`src/design/i2a_pkg.sv`:
```
// shared types, ascii codes and digit helper for the integer to text converter
package i2a_pkg;

   typedef struct packed {
      logic signed [63:0] value;
      logic [1:0]         command;
   } req_type;

   typedef struct packed {
      logic [6:0] text_char;
      logic       last;
   } rsp_type;

   localparam logic [1:0] CMD_SIGNED_DEC = 2'd0;
   localparam logic [1:0] CMD_HEX        = 2'd1;

   localparam logic [6:0] CH_MINUS   = 7'h2d;
   localparam logic [6:0] CH_ZERO    = 7'h30;
   localparam logic [6:0] CH_A_LOWER = 7'h61;

   function automatic logic [6:0] digit_char(input logic [3:0] d);
      logic [6:0] c;
      if (d < 4'd10) begin
         c = CH_ZERO + {3'b000, d};
      end else begin
         c = CH_A_LOWER + {3'b000, d} - 7'd10;
      end
      return c;
   endfunction

endpackage

```
`src/design/i2a_bcd_step.sv`:
```
// one double-dabble step: add-3 adjust on every bcd digit, then shift in one binary bit
module i2a_bcd_step #(
   parameter int NDIG = 20
) (
   input  logic [NDIG*4-1:0] bcd_i,
   input  logic              bit_i,
   output logic [NDIG*4-1:0] bcd_o
);
   logic [NDIG*4-1:0] adj;

   always_comb begin
      for (int i = 0; i < NDIG; i++) begin
         if (bcd_i[i*4 +: 4] >= 4'd5) begin
            adj[i*4 +: 4] = bcd_i[i*4 +: 4] + 4'd3;
         end else begin
            adj[i*4 +: 4] = bcd_i[i*4 +: 4];
         end
      end
      bcd_o = {adj[NDIG*4-2:0], bit_i};
   end

endmodule

```
`src/design/int64_to_ascii_digits.sv`:
```
// top level: integer to ascii text converter, signed/unsigned decimal or hexadecimal
//
// usage
//   request channel req_valid / req_stall / req_data carries value and command
//   (0 signed decimal, 1 lower-case hex, any other code unsigned decimal);
//   only the low VALUE_WIDTH bits of value are used
//   response channel rsp_valid / rsp_stall / rsp_data gives one ascii character
//   per transfer, most significant first, last set on the final character
//   one request at a time: req_stall stays high from acceptance until the
//   last character has been loaded into the output register
//   decimal: the bit-serial double-dabble loop shifts in all VALUE_WIDTH bits,
//   then leading zero digits are dropped (the last digit always stays), then
//   the characters go out (sign first, if any); dropped digits plus digit
//   characters always fill the NSLOT digit slots, 20 at VALUE_WIDTH = 64
//   hex: no conversion loop, leading zero skip then the characters
//   a stalled response holds the output register and pauses the sequencer in its sign and emit states
//   reset clears the sequencer and the response valid; nothing else is cleared
module int64_to_ascii_digits #(
   parameter int VALUE_WIDTH = 64
) (
   input  logic            clock,
   input  logic            reset,
   input  logic            req_valid,
   output logic            req_stall,
   input  i2a_pkg::req_type req_data,
   output logic            rsp_valid,
   input  logic            rsp_stall,
   output i2a_pkg::rsp_type rsp_data
);
   import i2a_pkg::*;

   localparam int NDIG  = (VALUE_WIDTH * 1233) / 4096 + 1;
   localparam int NHEX  = (VALUE_WIDTH + 3) / 4;
   localparam int NSLOT = (NDIG > NHEX) ? NDIG : NHEX;
   localparam int DIG_W = NSLOT * 4;
   localparam int CNT_W = $clog2(NSLOT + 1);
   localparam int BIT_W = $clog2(VALUE_WIDTH + 1);

   typedef enum logic [2:0] {
      ST_IDLE,
      ST_CONV,
      ST_SKIP,
      ST_SIGN,
      ST_EMIT
   } state_type;

   state_type              state_ff, state_in;
   logic [VALUE_WIDTH-1:0] bin_ff, bin_in;
   logic [DIG_W-1:0]       dig_ff, dig_in;
   logic [CNT_W-1:0]       cnt_ff, cnt_in;
   logic [BIT_W-1:0]       bit_cnt_ff, bit_cnt_in;
   logic                   minus_ff, minus_in;
   logic                   hex_ff, hex_in;
   logic                   rsp_valid_ff, rsp_valid_in;
   rsp_type                rsp_ff, rsp_in;

   logic [VALUE_WIDTH-1:0] raw;
   logic [VALUE_WIDTH-1:0] neg;
   logic [NDIG*4-1:0]      bcd_next;
   logic [3:0]             top_digit;
   logic                   out_free;
   logic                   accept;

   assign raw       = req_data.value[VALUE_WIDTH-1:0];
   assign neg       = ~raw + {{(VALUE_WIDTH-1){1'b0}}, 1'b1};
   assign top_digit = dig_ff[DIG_W-1 -: 4];
   assign out_free  = !rsp_valid_ff || !rsp_stall;
   assign accept    = req_valid && (state_ff == ST_IDLE);

   i2a_bcd_step #(
      .NDIG (NDIG)
   ) u_bcd_step (
      .bcd_i (dig_ff[NDIG*4-1:0]),
      .bit_i (bin_ff[VALUE_WIDTH-1]),
      .bcd_o (bcd_next)
   );

   always_comb begin
      state_in     = state_ff;
      bin_in       = bin_ff;
      dig_in       = dig_ff;
      cnt_in       = cnt_ff;
      bit_cnt_in   = bit_cnt_ff;
      minus_in     = minus_ff;
      hex_in       = hex_ff;
      rsp_valid_in = rsp_valid_ff && rsp_stall;
      rsp_in       = rsp_ff;

      unique case (state_ff)
         ST_IDLE: begin
            if (accept) begin
               hex_in     = (req_data.command == CMD_HEX);
               minus_in   = (req_data.command == CMD_SIGNED_DEC) && raw[VALUE_WIDTH-1];
               bit_cnt_in = BIT_W'(VALUE_WIDTH);
               cnt_in     = CNT_W'(NSLOT);
               if (req_data.command == CMD_HEX) begin
                  dig_in   = DIG_W'(raw);
                  state_in = ST_SKIP;
               end else begin
                  bin_in   = ((req_data.command == CMD_SIGNED_DEC) && raw[VALUE_WIDTH-1])
                             ? neg : raw;
                  dig_in   = '0;
                  state_in = ST_CONV;
               end
            end
         end
         ST_CONV: begin
            dig_in     = DIG_W'(bcd_next);
            bin_in     = {bin_ff[VALUE_WIDTH-2:0], 1'b0};
            bit_cnt_in = bit_cnt_ff - 1'b1;
            if (bit_cnt_ff == BIT_W'(1)) begin
               state_in = ST_SKIP;
            end
         end
         ST_SKIP: begin
            if ((top_digit == 4'd0) && (cnt_ff != CNT_W'(1))) begin
               dig_in = {dig_ff[DIG_W-5:0], 4'd0};
               cnt_in = cnt_ff - 1'b1;
            end else if (minus_ff) begin
               state_in = ST_SIGN;
            end else begin
               state_in = ST_EMIT;
            end
         end
         ST_SIGN: begin
            if (out_free) begin
               rsp_valid_in     = 1'b1;
               rsp_in.text_char = CH_MINUS;
               rsp_in.last      = 1'b0;
               state_in         = ST_EMIT;
            end
         end
         ST_EMIT: begin
            if (out_free) begin
               rsp_valid_in     = 1'b1;
               rsp_in.text_char = digit_char(top_digit);
               rsp_in.last      = (cnt_ff == CNT_W'(1));
               dig_in           = {dig_ff[DIG_W-5:0], 4'd0};
               cnt_in           = cnt_ff - 1'b1;
               if (cnt_ff == CNT_W'(1)) begin
                  state_in = ST_IDLE;
               end
            end
         end
         default: begin
            state_in = ST_IDLE;
         end
      endcase
   end

   always_ff @(posedge clock) begin
      if (reset) begin
         state_ff     <= ST_IDLE;
         rsp_valid_ff <= 1'b0;
      end else begin
         state_ff     <= state_in;
         rsp_valid_ff <= rsp_valid_in;
      end
      bin_ff     <= bin_in;
      dig_ff     <= dig_in;
      cnt_ff     <= cnt_in;
      bit_cnt_ff <= bit_cnt_in;
      minus_ff   <= minus_in;
      hex_ff     <= hex_in;
      rsp_ff     <= rsp_in;
   end

   assign req_stall = (state_ff != ST_IDLE);
   assign rsp_valid = rsp_valid_ff;
   assign rsp_data  = rsp_ff;

   // busy straight after a request is taken
   a_busy_after_accept: assert property (@(posedge clock) disable iff (reset)
      accept |=> req_stall)
      else $error("request accepted but converter not busy");

   // remaining character count never runs out while digits are pending
   a_cnt_nonzero: assert property (@(posedge clock) disable iff (reset)
      (state_ff == ST_SKIP || state_ff == ST_EMIT) |-> (cnt_ff != '0))
      else $error("digit count empty during skip or emit");

   // double-dabble must leave only decimal digits
   a_bcd_digit: assert property (@(posedge clock) disable iff (reset)
      (state_ff == ST_EMIT && !hex_ff) |-> (top_digit <= 4'd9))
      else $error("non-decimal digit in bcd result");

   // the sign is never the final character
   a_sign_not_last: assert property (@(posedge clock) disable iff (reset)
      (rsp_valid && rsp_data.text_char == CH_MINUS) |-> !rsp_data.last)
      else $error("minus sign marked as last character");

endmodule

```
`config.mk`:
```
export PLATFORM = sky130hd
export DESIGN_NAME = int64_to_ascii_digits
export DESIGN_NICKNAME = d
export VERILOG_FILES = /design/src/design/i2a_pkg.sv /design/src/design/i2a_bcd_step.sv /design/src/design/int64_to_ascii_digits.sv
export SDC_FILE = /design/constraint.sdc
export NUM_CORES = 1
export LEC_CHECK = 0
export BUFFER_PORTS_ARGS = -buffer_cell sky130_fd_sc_hd__buf_2
export CORE_AREA = 5 5 152 154
export CTS_CLUSTER_SIZE = 12
export DETAILED_ROUTE_END_ITERATION = 6
export DIE_AREA = 0 0 157 159
export PLACE_DENSITY = 0.7
export SYNTH_ARGS = -nofsm -noshare
export SYNTH_HDL_FRONTEND = slang
export SYNTH_SLANG_ARGS = --single-unit
```
`constraint.sdc`:
```
create_clock -name clock -period 10.2 [get_ports clock]
set_input_delay 1.02 -clock clock [delete_from_list [all_inputs] [get_ports clock]]
set_output_delay 1.02 -clock clock [all_outputs]
set_load 0.05 [all_outputs]
```
# == Yosys cells after proc, flatten, opt, wreduce, memory -nomap -nowiden ==
# Index checks and enable logic that the tools add are counted.
# Widths: inputs -> output; s select.
# totals
regBits,169
wordCells,146
# op_classes
n_bitwise,1
mux,50
n_reduce_logical,23
n_lt_le_gt_ge,21
n_addsub,26
n_eq_ne,16
# ops
op,count
$pmux 80 s4,1
$mux 64,4
$mux 80,3
$pmux 64 s2,1
$ge 4x3->1 const B,20
$add 4x2->4 const B,19
$mux 4,19
$add 64x1->64 const B,1
$not 64->64,1
$mux 3,8
$mux 8,2
$ne 2x2->1 const B,8
$pmux 8 s2,1
$mux 5,3
$pmux 3 s5,1
$pmux 5 s3,1
$mux 7,2
$pmux 7 s2,1
$reduce_and 4->1,2
$add 6x4->7 const A,1
$add 6x5->7 const A,1
$eq 7x1->1 const B,1
$sub 7x1->7 const B,1
$sub 7x4->7 const B,1
24 further kinds,34

# == Logic depth before layout (Yosys ltp) ==
# depth
word_depth,6
mapped_depth,8

# == Hierarchy ==
# Synthesis repeated with hierarchy kept, for this count alone.
# unflattened
cells_unflattened,1141
area_unflattened_um2,10983.0
# modules_own_cells
mod,n_inst,area_each_um2,seq_area_each_um2,cells_per_inst
int64_to_ascii_digits,1,8968.6,5034.8,824
i2a_bcd_step,1,2014.4,0.0,317

# == Worst setup path before layout ==
# OpenSTA, ideal clock, no wires.
# synth_timing
path_type,input to register
startpoint,in req_data[1] in the netlist's numbering
endpoint,"reg bin_ff[0], enable pin"
setup_ps,565
t_required_ps,9635
arrival_ps,5590
setup_slack_ps,4045
path_stages,3
path_cell_list,nand2b_1 -> a21oi_1 -> nor3_1
# synth_between
elab_chain_cells,3
# synth_lines
item,line,source
from (decl),int64_to_ascii_digits.sv:25,"input i2a_pkg::req_type req_data,"
$eq 2x1->1,int64_to_ascii_digits.sv:96,if (req_data.command == CMD_HEX) begin
$ne 2x2->1 (no line),-,
$reduce_and 3->1 (no line),-,
to (signal assigned),int64_to_ascii_digits.sv:159,bin_ff <= bin_in;
to (decl),int64_to_ascii_digits.sv:48,"logic [VALUE_WIDTH-1:0] bin_ff, bin_in;"
# No other way between the ends.
# A chain may end at the register's enable or synchronous reset.

# == Worst setup path after layout ==
# layout_timing
startpoint,in req_data[4] in the netlist's numbering
endpoint,reg bin_ff[36] (data pin)
# layout_between
elab_chain_cells,6
# layout_lines
item,line,source
$not 64->64,int64_to_ascii_digits.sv:65,"assign neg = ~raw + {{(VALUE_WIDTH-1){1'b0}}, 1'b1};"
$add 64x1->64,int64_to_ascii_digits.sv:65,
$mux 64,int64_to_ascii_digits.sv:101,? neg : raw;
$mux 64,int64_to_ascii_digits.sv:96,
$mux 64,int64_to_ascii_digits.sv:91,if (accept) begin
$pmux 64 s2,int64_to_ascii_digits.sv:89,unique case (state_ff)
net bin_in[36],int64_to_ascii_digits.sv:48,
# The timed path passes the listed nets, and every way through them passes these cells. The select of a mux whose other input is x is not followed.

==> out/results.txt <==
final setup vio count: 0
Placed Cells: 1436
Row Count: 54
Gate Count Post-Synth: 1123
Worst-path clk slew: 0.07 ns
htree depth: 4
sequential share of the synthesized area: 0.474
Fin Clk Skew: 0.0110 ns
number of flops mapped to enable cells by yosys: 165
Hold-fix buffers, CTS: 0
Iter 0 DRT Violations: 827
Slew HR: 0.210
worst hold path class: flop to flop
routed via count: 8736
Fillers: 1879
Leak: 4.19 nW
Syn-to-layout area delta: 11.1%
Initial Util: 0.493
worst slack at placement: 6.24 ns
Post-CTS Resized: 0
Ys Warns: 0
async set or reset register ratio after synthesis: 0
worst setup path startpoint: req_data[4]
Cell Area, Synth: 10600 µm²
Die Wd: 157 µm
ys flop type: edfxtp_1
TritonCTS clock tree: built
final period utilization: 0.351
non-filler instance count after layout: 1468
final WL: 25100 µm
fin. max-slew vios: 0
RR Startpoint: cnt_ff[0]
synth unique cells: 50
Critical Path RT: 10.34 ns
RSZ-0062 raised after global routing: no
Die Y: 159 µm
die area: 25000 µm²
setup ws final: 6.62 ns
vias in the first global route: 8163
startpoint class of the critical path: input port
critical path endpoint category: flop
max frequency: 279 MHz
post-route cell area: 11800 µm²
worst slew pin tran: 1.18 ns
Final HPWL DP: 16400 µm
Layout Nets: 1291
initial antenna violation count: 0
worst-case clock buffer depth: 2
cts bufs inserted: 17
core region area: 21600 µm²
Num Clock Sinks: 169
DRT Pass-1 Iters: 5
Remaining DRCs: 0
# Max-Cap Violations: 0
Syn Nets: 1239
largest vdd supply drop: 0.000185 V
worst skew pair latency: 0.43 ns
post-CTS setup buffer count: 0
Final Hold Viols: 0
Tmin final: 3.58 ns
status: complete, no violations
PD cells: 289 nW/µm²
Setup CP Type: input port to flop
clock root buffer: clkbuf_16
all-layer global routing usage: 0.199
Routed WL per cell: 17.1 µm
grt total ovfl: 0
crit-path max FO: 17
via/cell ratio: 5.95
CP Data Arrival Time: 3.72 ns
pin count of the biggest net entering global routing: 93
Seq cells post-synth: 169
Final Power: 3.41 mW
Syn Area/Cell: 9.46 µm²
post-route setup TNS: 0 ns
Hold Crit Start: bin_ff[42]
PortBufs: 79
final antenna-violating net count: 0
Final GP Congestion: 0.826
Placed Area: 11200 µm²
first-pass GRT wire length: 41300 µm
Boundary Pins: 80
share of cells above drive strength 1: 0.106
antenna fix cells: 0
## critical path: stages
cell and delay (ns):
buf_2 0.13, nor3_1 0.52, nand3_1 0.43, nor4_4 1.06, a31oi_1 0.23, xnor2_1 0.21
o21ai_0 0.11
## flip-flops by register name, summed over array words and instances (netlist names)
name,flops
rsp_data,8
rsp_valid,1
bin_ff,64
cnt_ff,5
dig_ff,80
bit_cnt_ff,7
minus_ff,1
state_ff,3
## cell usage after synthesis (2+ instances only)
| master | count | area (µm²) |
|---|---|---|
| or3_1 | 9 | 56.3 |
| nand2b_1 | 29 | 181 |
| o31ai_1 | 13 | 97.6 |
| and3_1 | 3 | 18.8 |
| buf_6 | 2 | 22.5 |
| inv_1 | 57 | 214 |
| o311ai_0 | 5 | 43.8 |
| xor2_1 | 25 | 219 |
| nor2_1 | 111 | 417 |
| edfxtp_1 | 165 | 4950 |
| clkbuf_1 | 46 | 173 |
| nand3_1 | 7 | 35.0 |
| a31oi_1 | 22 | 138 |
| or4_1 | 3 | 22.5 |
| and2_1 | 3 | 18.8 |
| a22oi_1 | 45 | 338 |
| a21oi_1 | 123 | 616 |
| nor3b_1 | 22 | 165 |
| nor2b_1 | 2 | 12.5 |
| dfxtp_1 | 4 | 80.1 |
| o21ai_0 | 122 | 611 |
| xnor2_1 | 60 | 526 |
| nand2_1 | 105 | 394 |
| a221o_1 | 16 | 160 |
| nor4_1 | 13 | 81.3 |
| ha_1 | 46 | 576 |
| nand4_1 | 8 | 50.1 |
| or2_2 | 2 | 12.5 |
| buf_1 | 4 | 15.0 |
| o21bai_1 | 2 | 15.0 |
| nor3_1 | 22 | 110 |
| a221oi_1 | 5 | 43.8 |
| o41ai_1 | 5 | 43.8 |
## report_power, final
part / leakage [nW] / internal (mW) / switching [mW]
registers: 1.66 / 1.24 / 0.256
clock network: 0.276 / 0.356 / 0.275
logic: 2.25 / 0.490 / 0.796
total: 4.19 / 2.08 / 1.33
## final timing paths
path / cells after the start / slack [ns] / endpoint
worst max-delay path: 7 / 6.62 / bin_ff[36]
worst min-delay path: 2 / 0.52 / bin_ff[43]
worst max register to register: 6 / 7.31 / dig_ff[65]
worst min register to register: 2 / 0.52 / bin_ff[43]
## cell type report
| class | instances | area, µm² | share of cell area |
|---|---|---|---|
| inverters | 57 | 214 | 0.0181 |
| well taps | 280 | 350 | 0.0297 |
| clock inverters | 15 | 134 | 0.0113 |
| flip-flops and latches | 169 | 5030 | 0.426 |
| clock buffers | 17 | 425 | 0.0360 |
| multi-input cells | 844 | 5200 | 0.440 |
| repair buffers | 86 | 448 | 0.0379 |
## stage by stage
| stage | hold slack [ns] | util |
|---|---|---|
| CTS | 0.522 | 0.548 |
| global placement | 0.503 | 0.522 |
| global route | 0.560 | 0.548 |
| detailed placement | 0.512 | 0.522 |
| finish | 0.519 | 0.548 |
| floorplan | 0.496 | - |
## kinds of logic (layout without fill, tap and decap cells)
| logic type | Yosys count | count (layout) | share of synthesized area |
|---|---|---|---|
| AOI/OAI and AO/OA | 365 | 365 | 0.204 |
| and+or+nand+nor | 346 | 346 | 0.156 |
| DFF | 169 | 169 | 0.474 |
| buffers and inverters | 110 | 175 | 0.0404 |
| xor gates and xnor gates | 85 | 85 | 0.0701 |
| adders and majority gates | 46 | 46 | 0.0542 |
| other | 1 | 1 | 0.000353 |
| muxes | 1 | 1 | 0.000942 |
## cell usage in the layout (no fill, tap or decap), types with 3 or more instances in the layout
master,count
a22oi_1,45
a221oi_1,5
nor3_1,20
a21oi_1,122
nand4_1,8
clkinv_1,4
ha_1,46
nor3b_1,22
a221o_1,16
nand3_1,7
and3_1,3
xor2_1,25
nand2b_1,29
o21ai_0,122
dfxtp_1,4
edfxtp_1,165
o31ai_1,13
nand2_1,104
clkinv_2,5
buf_4,7
clkbuf_16,17
a31oi_1,22
or4_1,3
o41ai_1,5
nor2_1,111
or3_1,9
nor3_2,3
nor4_1,13
buf_2,79
o311ai_0,5
xnor2_1,60
inv_1,57
## layer usage
| layer | track usage | wire (µm) | part of all wire |
|---|---|---|---|
| met2 | 0.322 | 12000 | 0.48 |
| met4 | 0.0430 | 261 | 0.010 |
| met5 | 0 | 0 | 0 |
| met3 | 0.0345 | 1510 | 0.060 |
| met1 | 0.281 | 11300 | 0.45 |
(Power assumes the default switching activity.)
